<file path="config.mk">
export PLATFORM = sky130hd
export DESIGN_NAME = pts_sound_table
export DESIGN_NICKNAME = d
export VERILOG_FILES = /design/src/pts_pkg.sv /design/src/pts_sound_table.sv
export SDC_FILE = /design/constraint.sdc
export NUM_CORES = 1
export LEC_CHECK = 0
export BUFFER_PORTS_ARGS = -buffer_cell sky130_fd_sc_hd__buf_2
export CELL_PAD_IN_SITES_DETAIL_PLACEMENT = 1
export CELL_PAD_IN_SITES_GLOBAL_PLACEMENT = 2
export CORE_ASPECT_RATIO = 1.1
export CORE_UTILIZATION = 41
export CTS_CLUSTER_SIZE = 8
export DETAILED_ROUTE_END_ITERATION = 7
export MAX_ROUTING_LAYER = met4
export PLACE_DENSITY_LB_ADDON = 0.1
export SYNTH_ARGS = -nofsm -noshare
export SYNTH_HDL_FRONTEND = slang
export SYNTH_SLANG_ARGS = --single-unit
</file>
<file path="constraint.sdc">
create_clock -name clock -period 2.2 [get_ports clock]
set_input_delay 0.44 -clock clock [delete_from_list [all_inputs] [get_ports clock]]
set_output_delay 0.44 -clock clock [all_outputs]
set_load 0.1 [all_outputs]
</file>
<file path="src/pts_pkg.sv">
package pts_pkg;

   localparam int NOTE_AW     = 8;
   localparam int NOTE_DEPTH  = 1 << NOTE_AW;
   localparam int SOUND_AW    = 4;
   localparam int SOUND_SLOTS = 1 << SOUND_AW;

   localparam logic [7:0] IDLE_PRIORITY = 8'hFF;

   typedef enum logic [2:0] {
      OP_TICK     = 3'd0,
      OP_PLAY     = 3'd1,
      OP_STOP     = 3'd2,
      OP_NOTE_WR  = 3'd3,
      OP_SOUND_WR = 3'd4
   } opcode_type;

   typedef struct packed {
      logic [15:0] freq;
      logic [15:0] dur;
   } note_type;

   typedef struct packed {
      logic [NOTE_AW-1:0] start;
      logic [7:0]         prio;
      logic               loops;
      logic               present;
   } sound_type;

   typedef struct packed {
      opcode_type          op;
      logic [SOUND_AW-1:0] id;
      sound_type           snd;
   } item_type;

   typedef struct packed {
      logic [SOUND_AW-1:0] playing_id;
      logic [NOTE_AW-1:0]  base;
      logic [NOTE_AW-1:0]  pos;
   } seq_pos_type;

   typedef struct packed {
      logic                valid;
      logic [SOUND_AW-1:0] id;
      logic [7:0]          prio;
   } prio_wr_type;

   typedef struct packed {
      logic [15:0]         tone_freq;
      logic                tone_changed;
      logic [SOUND_AW-1:0] current_sound;
   } result_type;

endpackage

</file>
<file path="src/pts_sound_table.sv">
module pts_sound_table (
   input  logic                        clock,
   input  logic                        reset,
   input  logic                        wr_en,
   input  logic [pts_pkg::SOUND_AW-1:0] wr_id,
   input  pts_pkg::sound_type          wr_data,
   input  logic [pts_pkg::SOUND_AW-1:0] rd_id,
   output pts_pkg::sound_type          rd_data
);
   import pts_pkg::*;

   sound_type tbl_ff [SOUND_SLOTS];

   always_ff @(posedge clock) begin
      if (reset) begin
         for (int i = 0; i < SOUND_SLOTS; i++) begin
            tbl_ff[i] <= '{start: '0, prio: IDLE_PRIORITY, loops: 1'b0, present: 1'b0};
         end
      end else if (wr_en) begin
         tbl_ff[wr_id] <= wr_data;
      end
   end

   assign rd_data = tbl_ff[rd_id];

endmodule

</file>
==> impl_metrics.env <==
export IMPL_clk_path_buf_depth=3
export IMPL_synth_xor_area_share_pct=0
export IMPL_worst_pin_slew_ns=0.631
export IMPL_cp_max_fo=1
export IMPL_postPlaceCellArea_um2=14900
export IMPL_crit_chain="mux4_2, a22oi_2, nand2_4, buf_12"
export IMPL_die_h_um=189
export IMPL_io_pins=47
export IMPL_drt_met1_wl_um=15100
export IMPL_nets=958
export IMPL_port_buffers=46
export IMPL_largestRegisters="tbl_ff (288)"
export IMPL_setup_tns_ns=-2.99
export IMPL_drc_errors=0
export IMPL_synth_fp_nets=855
export IMPL_critPathCaptureType="output pin"
export IMPL_crit_buf_inv=1
export IMPL_place_gp_congestion=0.808
export IMPL_yosys_area_share_simple_pct=16.7
export IMPL_synth_seq_area_share_pct=66.2
export IMPL_synth_top_family_by_area="simple AND/OR/NAND/NOR gates"
export IMPL_drive_gt1_share_pct=38.0
export IMPL_grt_setup_unrepaired="yes"
export IMPL_met2RoutedLength_um=19000
export IMPL_wl_met3_um=1450
export IMPL_p_int_mw=10.5
export IMPL_dpl_hpwl_um=24800
export IMPL_pwr_share_clk_pct=40.3
export IMPL_synth_seq_cells=288
export IMPL_top_register="tbl_ff"
export IMPL_min_path_type="input port to flip-flop"
export IMPL_htreeDepth=2
export IMPL_grt_max_degree=28
export IMPL_antenna_found_initial=1
export IMPL_wire_per_inst_um=27.0
export IMPL_synth_compound_area_share_pct=2.07
export IMPL_grt_ovfl_total=0
export IMPL_seqPwrFrac_pct=46.6
export IMPL_vias=7485
export IMPL_setup_viol=18
export IMPL_maxCapViolations=0
export IMPL_initial_core_util_pct=41.6
export IMPL_final_hold_viol_count=0
export IMPL_die_area_um2=32600
export IMPL_p_comb_share_pct=13.1
export IMPL_final_cells=1350
export IMPL_max_vdd_ir_drop_mv=0.508
export IMPL_worstPathArrival_ns=1.98
export IMPL_violations="setup timing"
export IMPL_rows=68
export IMPL_fin_hold_ws_ns=0.410
export IMPL_crit_path_top_delay_cell="mux4_2"
export IMPL_totalWireLength_um=36400
export IMPL_final_area_um2=16300
export IMPL_status="finished with violations"
export IMPL_cts_sinks=288
export IMPL_ant_nets=0
export IMPL_syn_area_um2=13100
export IMPL_numCtsBuffers=41
export IMPL_grt_pass1_vias=8457
export IMPL_cts_tree="done"
export IMPL_synthCells=826
export IMPL_synthMuxAreaShare_pct=12.4
export IMPL_core_area_um2=31400
export IMPL_via_per_inst=5.54
export IMPL_finalWorstSetupSlack_ns=-0.216
export IMPL_syn_to_final_growth_pct=25.2
export IMPL_grt_pass1_wl_um=54500
export IMPL_grt_usage_pct=24.3
export IMPL_slowest_delay_ns=0.54
export IMPL_period_share_pct=110
export IMPL_fin_crit_ns=2.42
export IMPL_fp_dieW_um=172
export IMPL_crit_type="flip-flop to output pin"
export IMPL_max_slew_margin_pct=58.0
export IMPL_largest_reg_flops=288
export IMPL_synthAdderAreaFrac_pct=0
export IMPL_maxSlewViolCount=0
export IMPL_max_freq_ghz=0.414
export IMPL_drt_iter0_drc=384
export IMPL_power_density_nw_per_um2=847
export IMPL_critPathTopFamily="multiplexers"
export IMPL_clk_pin_slew_ns=0.05
export IMPL_place_inst=1303
export IMPL_cp_start_kind="flip-flop"
export IMPL_antennaDiodeCount=0
export IMPL_postSynthAreaPerCell_um2=15.8
export IMPL_yosys_warnings=0
export IMPL_leakage_nw=5.58
export IMPL_dr_max_layer_used="met4"
export IMPL_crit_required_ns=1.76
export IMPL_yosysUniqueCellTypes=22
export IMPL_switching_share_pct=24.2
export IMPL_p_sw_mw=3.35
export IMPL_drt_first_pass_iters=4
export IMPL_root_buffer="clkbuf_16"
## kinds of logic after synthesis
family | after synthesis
AND/OR/NAND/NOR | 349
flip-flops | 288
buffers and inverters | 81
multiplexers | 72
AO/OA/AOI/OAI | 36
## worst paths after layout
check                          start       endpoint  slack (ns)  cells past startpoint
worst max-delay path  tbl_ff[15][14]    rd_data[14]       -0.22                      4
worst min-delay path      wr_data[4]  tbl_ff[12][4]        0.41                      2
## synthesized netlist by cell type (all sizes together)
cell,count,area share [%]
buf,15,0.63
or4b,1,0.077
or2,16,0.77
nand2,19,0.55
and2,161,7.7
nor2,13,0.37
nand4b,1,0.11
nand4bb,2,0.17
clkbuf,66,1.9
edfxtp,288,66
or2b,7,0.40
mux4,72,12
nand2b,27,1.3
nor2b,2,0.096
a22oi,36,2.1
or3,96,4.8
nor3,4,0.40
## power by group through the flow
stage	Clock, mW	Sequential [mW]	Combinational (mW)
after detailed placement	0	6.56	1.62
after global placement	0	6.53	1.59
after floorplan	0	6.50	1.05
after CTS	5.70	6.45	1.83
final	5.58	6.45	1.81
after global routing	5.88	6.47	1.89
## routing by layer
layer  vias to the layer above  global-route usage, %
met4                         0                   7.32
met1                      3941                   30.5
met2                       163                   40.8
li1                       3326                      -
met5                         -                      -
met3                        55                   3.45
## cell type report
class                   count  area (µm²)
multi-input cells         457        4400
clock buffers              43        1080
fillers                  2912       15100
flip-flops and latches    288        8650
clock inverters             1        8.76
repair buffers            141        1690
well taps                 420         526
## per-stage QoR
step / util, % / total power, mW / worst slack, ns
after floorplan: - / 7.55 / -0.0459
after global placement: 47.4 / 8.12 / -0.385
after detailed placement: 47.4 / 8.17 / -0.405
after CTS: 52.0 / 14.0 / -0.269
after global routing: 52.1 / 14.2 / -0.275
final: 52.1 / 13.8 / -0.216
## timing repair
| item | in CTS | in global routing |
|---|---|---|
| resized for setup | 85 | 1 |
| hold endpoints to repair | 0 | 0 |
| gates cloned | 2 | 0 |
| pin swaps | 31 | 8 |
| setup buffers | 1 | 0 |
| hold buffers | 0 | 0 |
| setup endpoints to repair | 18 | 18 |
## placed cells by master, fill, tap and decap left out, drive strengths merged
| cell | synthesis | final |
|---|---|---|
| edfxtp | 288 | 288 |
| and2 | 161 | 161 |
| buf | 15 | 141 |
| or3 | 96 | 96 |
| mux4 | 72 | 72 |
| clkbuf | 66 | 43 |
| a22oi | 36 | 36 |
| nand2b | 27 | 27 |
| nand2 | 19 | 19 |
| or2 | 16 | 16 |
| nor2 | 13 | 13 |
| or2b | 7 | 7 |
| nor3 | 4 | 4 |
| nor2b | 2 | 2 |
| nand4bb | 2 | 2 |
| or4b | 1 | 1 |
| nand4b | 1 | 1 |
| inv | 0 | 1 |
(Power assumes the default switching activity.)
