**config.mk**
```make
export PLATFORM = sky130hd
export DESIGN_NAME = pts_player
export DESIGN_NICKNAME = d
export VERILOG_FILES = /design/src/pts_pkg.sv /design/src/pts_player.sv
export SDC_FILE = /design/constraint.sdc
export NUM_CORES = 1
export LEC_CHECK = 0
export BUFFER_PORTS_ARGS = -buffer_cell sky130_fd_sc_hd__buf_2
export CAP_MARGIN = 20
export CORE_AREA = 2 2 97 99
export DETAILED_ROUTE_END_ITERATION = 12
export DIE_AREA = 0 0 99 101
export PLACE_DENSITY = 0.85
export SETUP_SLACK_MARGIN = 0.2
export SYNTH_ARGS = -nofsm -noshare
export SYNTH_HDL_FRONTEND = slang
export SYNTH_SLANG_ARGS = --single-unit
export TNS_END_PERCENT = 1
```
**constraint.sdc**
```tcl
create_clock -name clock -period 7.8 [get_ports clock]
set_clock_uncertainty 0.2 [all_clocks]
set_input_delay 0.78 -clock clock [delete_from_list [all_inputs] [get_ports clock]]
set_output_delay 0.78 -clock clock [all_outputs]
set_load 0.02 [all_outputs]
```
**src/pts_pkg.sv**
```systemverilog
package pts_pkg;

   localparam int NOTE_AW     = 8;
   localparam int NOTE_DEPTH  = 1 << NOTE_AW;
   localparam int SOUND_AW    = 4;
   localparam int SOUND_SLOTS = 1 << SOUND_AW;

   localparam logic [7:0] IDLE_PRIORITY = 8'hFF;

   typedef enum logic [2:0] {
      OP_TICK     = 3'd0,
      OP_PLAY     = 3'd1,
      OP_STOP     = 3'd2,
      OP_NOTE_WR  = 3'd3,
      OP_SOUND_WR = 3'd4
   } opcode_type;

   typedef struct packed {
      logic [15:0] freq;
      logic [15:0] dur;
   } note_type;

   typedef struct packed {
      logic [NOTE_AW-1:0] start;
      logic [7:0]         prio;
      logic               loops;
      logic               present;
   } sound_type;

   typedef struct packed {
      opcode_type          op;
      logic [SOUND_AW-1:0] id;
      sound_type           snd;
   } item_type;

   typedef struct packed {
      logic [SOUND_AW-1:0] playing_id;
      logic [NOTE_AW-1:0]  base;
      logic [NOTE_AW-1:0]  pos;
   } seq_pos_type;

   typedef struct packed {
      logic                valid;
      logic [SOUND_AW-1:0] id;
      logic [7:0]          prio;
   } prio_wr_type;

   typedef struct packed {
      logic [15:0]         tone_freq;
      logic                tone_changed;
      logic [SOUND_AW-1:0] current_sound;
   } result_type;

endpackage

```
**src/pts_player.sv**
```systemverilog
module pts_player (
   input  logic                 clock,
   input  logic                 reset,
   input  logic                 go,
   input  pts_pkg::item_type    item,
   input  pts_pkg::note_type    note_a,
   input  pts_pkg::note_type    note_b,
   input  pts_pkg::prio_wr_type prio_wr,
   output pts_pkg::seq_pos_type seq_next,
   output pts_pkg::result_type  result
);
   import pts_pkg::*;

   logic [SOUND_AW-1:0] playing_id_ff, playing_id_in;
   logic [NOTE_AW-1:0]  base_ff, base_in;
   logic [NOTE_AW-1:0]  pos_ff, pos_in;
   logic [15:0]         elapsed_ff, elapsed_in;
   logic                loop_ff, loop_in;
   logic [15:0]         cur_dur_ff, cur_dur_in;
   logic [15:0]         cur_freq_ff, cur_freq_in;
   logic [7:0]          cur_prio_ff, cur_prio_in;

   logic [15:0] elapsed_inc;
   logic [7:0]  active_prio;
   logic        changed;
   logic        latch_a;
   logic        latch_b;
   logic        halt;

   always_ff @(posedge clock) begin
      if (reset) begin
         playing_id_ff <= '0;
         base_ff       <= '0;
         pos_ff        <= '0;
         elapsed_ff    <= '0;
         loop_ff       <= 1'b0;
         cur_dur_ff    <= '0;
         cur_freq_ff   <= '0;
         cur_prio_ff   <= IDLE_PRIORITY;
      end else begin
         playing_id_ff <= playing_id_in;
         base_ff       <= base_in;
         pos_ff        <= pos_in;
         elapsed_ff    <= elapsed_in;
         loop_ff       <= loop_in;
         cur_dur_ff    <= cur_dur_in;
         cur_freq_ff   <= cur_freq_in;
         cur_prio_ff   <= cur_prio_in;
      end
   end

   always_comb begin
      playing_id_in = playing_id_ff;
      base_in       = base_ff;
      pos_in        = pos_ff;
      elapsed_in    = elapsed_ff;
      loop_in       = loop_ff;
      cur_dur_in    = cur_dur_ff;
      cur_freq_in   = cur_freq_ff;
      cur_prio_in   = cur_prio_ff;
      changed       = 1'b0;
      latch_a       = 1'b0;
      latch_b       = 1'b0;
      halt          = 1'b0;

      elapsed_inc = (elapsed_ff == 16'hFFFF) ? elapsed_ff : elapsed_ff + 16'd1;
      active_prio = (playing_id_ff == '0) ? IDLE_PRIORITY : cur_prio_ff;

      if (go) begin
         case (item.op)
            OP_TICK: begin
               if (playing_id_ff != '0) begin
                  elapsed_in = elapsed_inc;
                  if (elapsed_inc >= cur_dur_ff) begin
                     changed = 1'b1;
                     pos_in  = pos_ff + NOTE_AW'(1);
                     if (note_a.dur != '0) begin
                        latch_a = 1'b1;
                     end else if (loop_ff && note_b.dur != '0) begin
                        pos_in  = '0;
                        latch_b = 1'b1;
                     end else begin
                        halt = 1'b1;
                     end
                  end
               end
            end
            OP_PLAY: begin
               if (item.id != '0 && item.snd.prio <= active_prio) begin
                  changed       = 1'b1;
                  playing_id_in = item.id;
                  loop_in       = item.snd.loops;
                  base_in       = item.snd.start;
                  pos_in        = '0;
                  elapsed_in    = '0;
                  cur_prio_in   = item.snd.prio;
                  if (item.snd.present && note_a.dur != '0) begin
                     latch_a = 1'b1;
                  end else begin
                     halt = 1'b1;
                  end
               end
            end
            OP_STOP: begin
               changed = 1'b1;
               halt    = 1'b1;
            end
            default: begin
            end
         endcase
      end

      if (latch_a) begin
         cur_freq_in = note_a.freq;
         cur_dur_in  = note_a.dur;
         elapsed_in  = '0;
      end
      if (latch_b) begin
         cur_freq_in = note_b.freq;
         cur_dur_in  = note_b.dur;
         elapsed_in  = '0;
      end
      if (halt) begin
         playing_id_in = '0;
         pos_in        = '0;
         loop_in       = 1'b0;
         cur_freq_in   = '0;
         cur_dur_in    = '0;
         elapsed_in    = '0;
      end

      // A table write that lands with this word follows it in program order.
      if (prio_wr.valid && prio_wr.id == playing_id_in) begin
         cur_prio_in = prio_wr.prio;
      end
   end

   assign seq_next = '{playing_id: playing_id_in, base: base_in, pos: pos_in};
   assign result   = '{tone_freq: cur_freq_in, tone_changed: changed,
                       current_sound: playing_id_in};

   a_idle_silent: assert property (@(posedge clock) disable iff (reset)
      playing_id_ff == '0 |-> cur_freq_ff == '0 && cur_dur_ff == '0)
      else $error("idle player holds a tone");

   a_idle_cleared: assert property (@(posedge clock) disable iff (reset)
      playing_id_ff == '0 |-> pos_ff == '0 && !loop_ff && elapsed_ff == '0)
      else $error("idle player holds sequence position");

   a_playing_dur: assert property (@(posedge clock) disable iff (reset)
      playing_id_ff != '0 |-> cur_dur_ff != '0)
      else $error("playing note latched with zero duration");

endmodule

```
==> results.yml <==
run_status:
  status: "finished clean"
pwr:
  power_leakage_nw: 2.74
  p_per_area_nw_per_um2: 130
  power.total_mw: 0.765
  ir_drop_mv: 0.0891
final_layout:
  layout_common_cells: "buf_2, nor2_1, dfxtp_1"
  num_antenna_cells: 0
  layout_commonest_cell: "buf_2"
  final_area_sq_um: 5880
  area_delta_synth_final_pct: 17.9
  final_layout_size_suffix_gt1_share_pct: 29.0
  fillers: 722
  regArea_sq_um: 1540
  multi_input_area_sq_um: 3200
  fin_cells: 853
  nets: 868
grt:
  grt_antenna_before_repair: 0
  grt_pass1_vias: 4728
  grt_usage_pct: 27.5
  grt_pass1_wl_microns: 22500
  grt_max_degree: 42
  grt_overflow: 0
synthesis:
  yosys_warnings: 0
  syn_inst: 615
  synth_cell_types: 61
  syn_area_sq_um: 4990
  syn_avg_cell_area_sq_um: 8.12
  ys_seq_elements: 77
  async_reset_ff_share_pct: 0
  synth_nets: 746
  synth_edf_count: 0
  synthFlopType: "dfxtp_1"
  synth_seq_area_share_pct: 30.9
drt:
  drt-wirelength-per-cell_microns: 16.1
  drtIter0Drc: 229
  wl_microns: 13800
  num_vias: 5012
  drtPass1Iterations: 5
  drc_errors: 0
  antenna_left: 0
  drt-vias-per-instance: 5.88
placed_design:
  gp_congestion: 0.885
  dp.cells: 836
  port_buffers: 145
  dp_hpwl_microns: 10500
  dpl_cell_area_sq_um: 5710
floorplanning:
  core_area_sq_um: 8980
  die-height_microns: 101
  io_pins: 146
  die_w_microns: 99
  start_util_pct: 55.6
  rows: 35
  die-area_sq_um: 10000
sta:
  finalCritPeriodShare_pct: 88.0
  hold_violations: 0
  setup_viol_count_final: 0
  worst_pin_slew_ns: 1.07
  totalNegativeSetupSlack_ns: 0
  min_period_ns: 6.87
  rsz0062_at_grt: "false"
  max_freq_mhz: 146
  maxSlewHeadroom_pct: 28.3
  drv_slew: 0
  hold_ws_ns: 0.259
clock_tree:
  path_clk_slew_ns: 0.09
  cts-root-buf: "clkbuf_8"
  clock_latency_ns: 0.35
  clock_path_buffers: 2
  numCtsBuffers: 9
  cts_resized: 0
  ctsHtreeMaxLevel: 3
  cts_hold_buf: 0
  cts_tree: "yes"
  clock-sinks: 77
  post_cts_buffers: 0
setup_path:
  crit_path_start_kind: "flop"
  critPathCaptureType: "output port"
  worst_ep_arrival_time_ns: 5.89
  worstPathRequired_ns: 6.82
  critPathMaxFanout: 18
  path_class: "flop to output port"
worst_hold_path:
  min_path_type: "flop to flop"
run:
  drv_cap: 0
## critical path: stages (launching register included)
cell and delay (ns):
dfxtp_1 0.45, and4_1 0.27, and4_1 0.29, nand3_1 0.09
nor3_1 0.46, and3_1 0.23, mux2_2 0.37, ha_1 0.32
and4_1 0.28, nand2_1 0.07, o311a_2 0.44, a211oi_1 0.49
o211a_1 0.61, buf_4 0.35, mux2_2 0.37, mux2i_1 0.20
nor2_1 0.06, buf_2 0.16
## routing by layer
layer	global-route usage, %	vias to the layer above	wire (microns)
met5	0	-	0
met4	8.54	0	233
met3	6.38	23	1010
met2	47.6	220	6800
met1	33.9	2335	5730
li1	-	2434	-
## stage by stage
step | utilization (%) | setup WS (ns)
6_report | 65.5 | 0.933
4_1_cts | 65.5 | 1.01
5_1_grt | 65.5 | 0.513
3_5_place_dp | 63.6 | 1.40
2_1_floorplan | - | 2.24
3_3_place_gp | 63.6 | 1.62
## state kept, by name, indices dropped and copies added (netlist names)
register	flops
cur_dur_ff	16
cur_freq_ff	16
elapsed_ff	16
base_ff	8
cur_prio_ff	8
pos_ff	8
playing_id_ff	4
loop_ff	1
## synth_stat cells, drive strengths merged (3+ instances only)
master  number  share of area (%)
nor2b       17                2.1
and2         8                1.0
xor2         6                1.1
a22oi       23                3.6
and4         9                1.6
a32oi        3               0.68
buf         18                2.0
inv         22                1.7
nor2       105                8.0
a21oi       43                4.3
a211oi       5               0.75
or3          3               0.48
clkbuf      21                1.6
nand3       17                1.7
nand2b       6               0.90
nor4         6               0.75
dfxtp       77                 31
o21ai       18                1.8
mux2i       26                5.2
or4          7                1.1
o21a         4               0.60
nor3         9               0.90
ha          26                6.5
a21o         5               0.75
o22ai        3               0.38
xnor2        5               0.88
nand4        7               0.88
mux2        35                7.9
nand2       45                3.4
and3         9                1.1
## cells by family (layout without fill, tap and decap cells)
logic type | after synthesis | count (layout) | synth area share [%]
XOR/XNOR | 11 | 11 | 1.93
buffers and inverters | 61 | 188 | 5.26
multiplexers | 61 | 61 | 13.1
flip-flops | 77 | 77 | 30.9
adder cells (fa/ha/maj) | 26 | 26 | 6.52
AO/OA/AOI/OAI | 123 | 123 | 17.0
AND/OR/NAND/NOR | 256 | 256 | 25.3
## path summary, 6_finish.rpt
path / start / to / slack, ns / depth (start not counted)
min reg2reg: cur_dur_ff[9] / cur_dur_ff[9] / 0.26 / 2
max: elapsed_ff[3] / result[12] / 0.93 / 17
min: cur_dur_ff[9] / cur_dur_ff[9] / 0.26 / 2
max reg2reg: elapsed_ff[3] / cur_freq_ff[7] / 2.07 / 16
## report_power, final
part	leakage (nW)	switching [mW]	total [mW]	internal (mW)
registers	0.621	0.00212	0.399	0.397
logic	2.03	0.0538	0.0945	0.0407
clock network	0.0824	0.156	0.272	0.115
total	2.74	0.212	0.765	0.553
## cell type report
class / instances / share of cell area [%]
inverter: 22 / 1.40
timing repair buffer: 150 / 12.9
clock inverter: 6 / 0.659
sequential: 77 / 26.2
clock buffer: 10 / 2.17
tap: 111 / 2.36
multi-input combinational: 477 / 54.3
No activity file was read; power rests on OpenSTA's default activity.
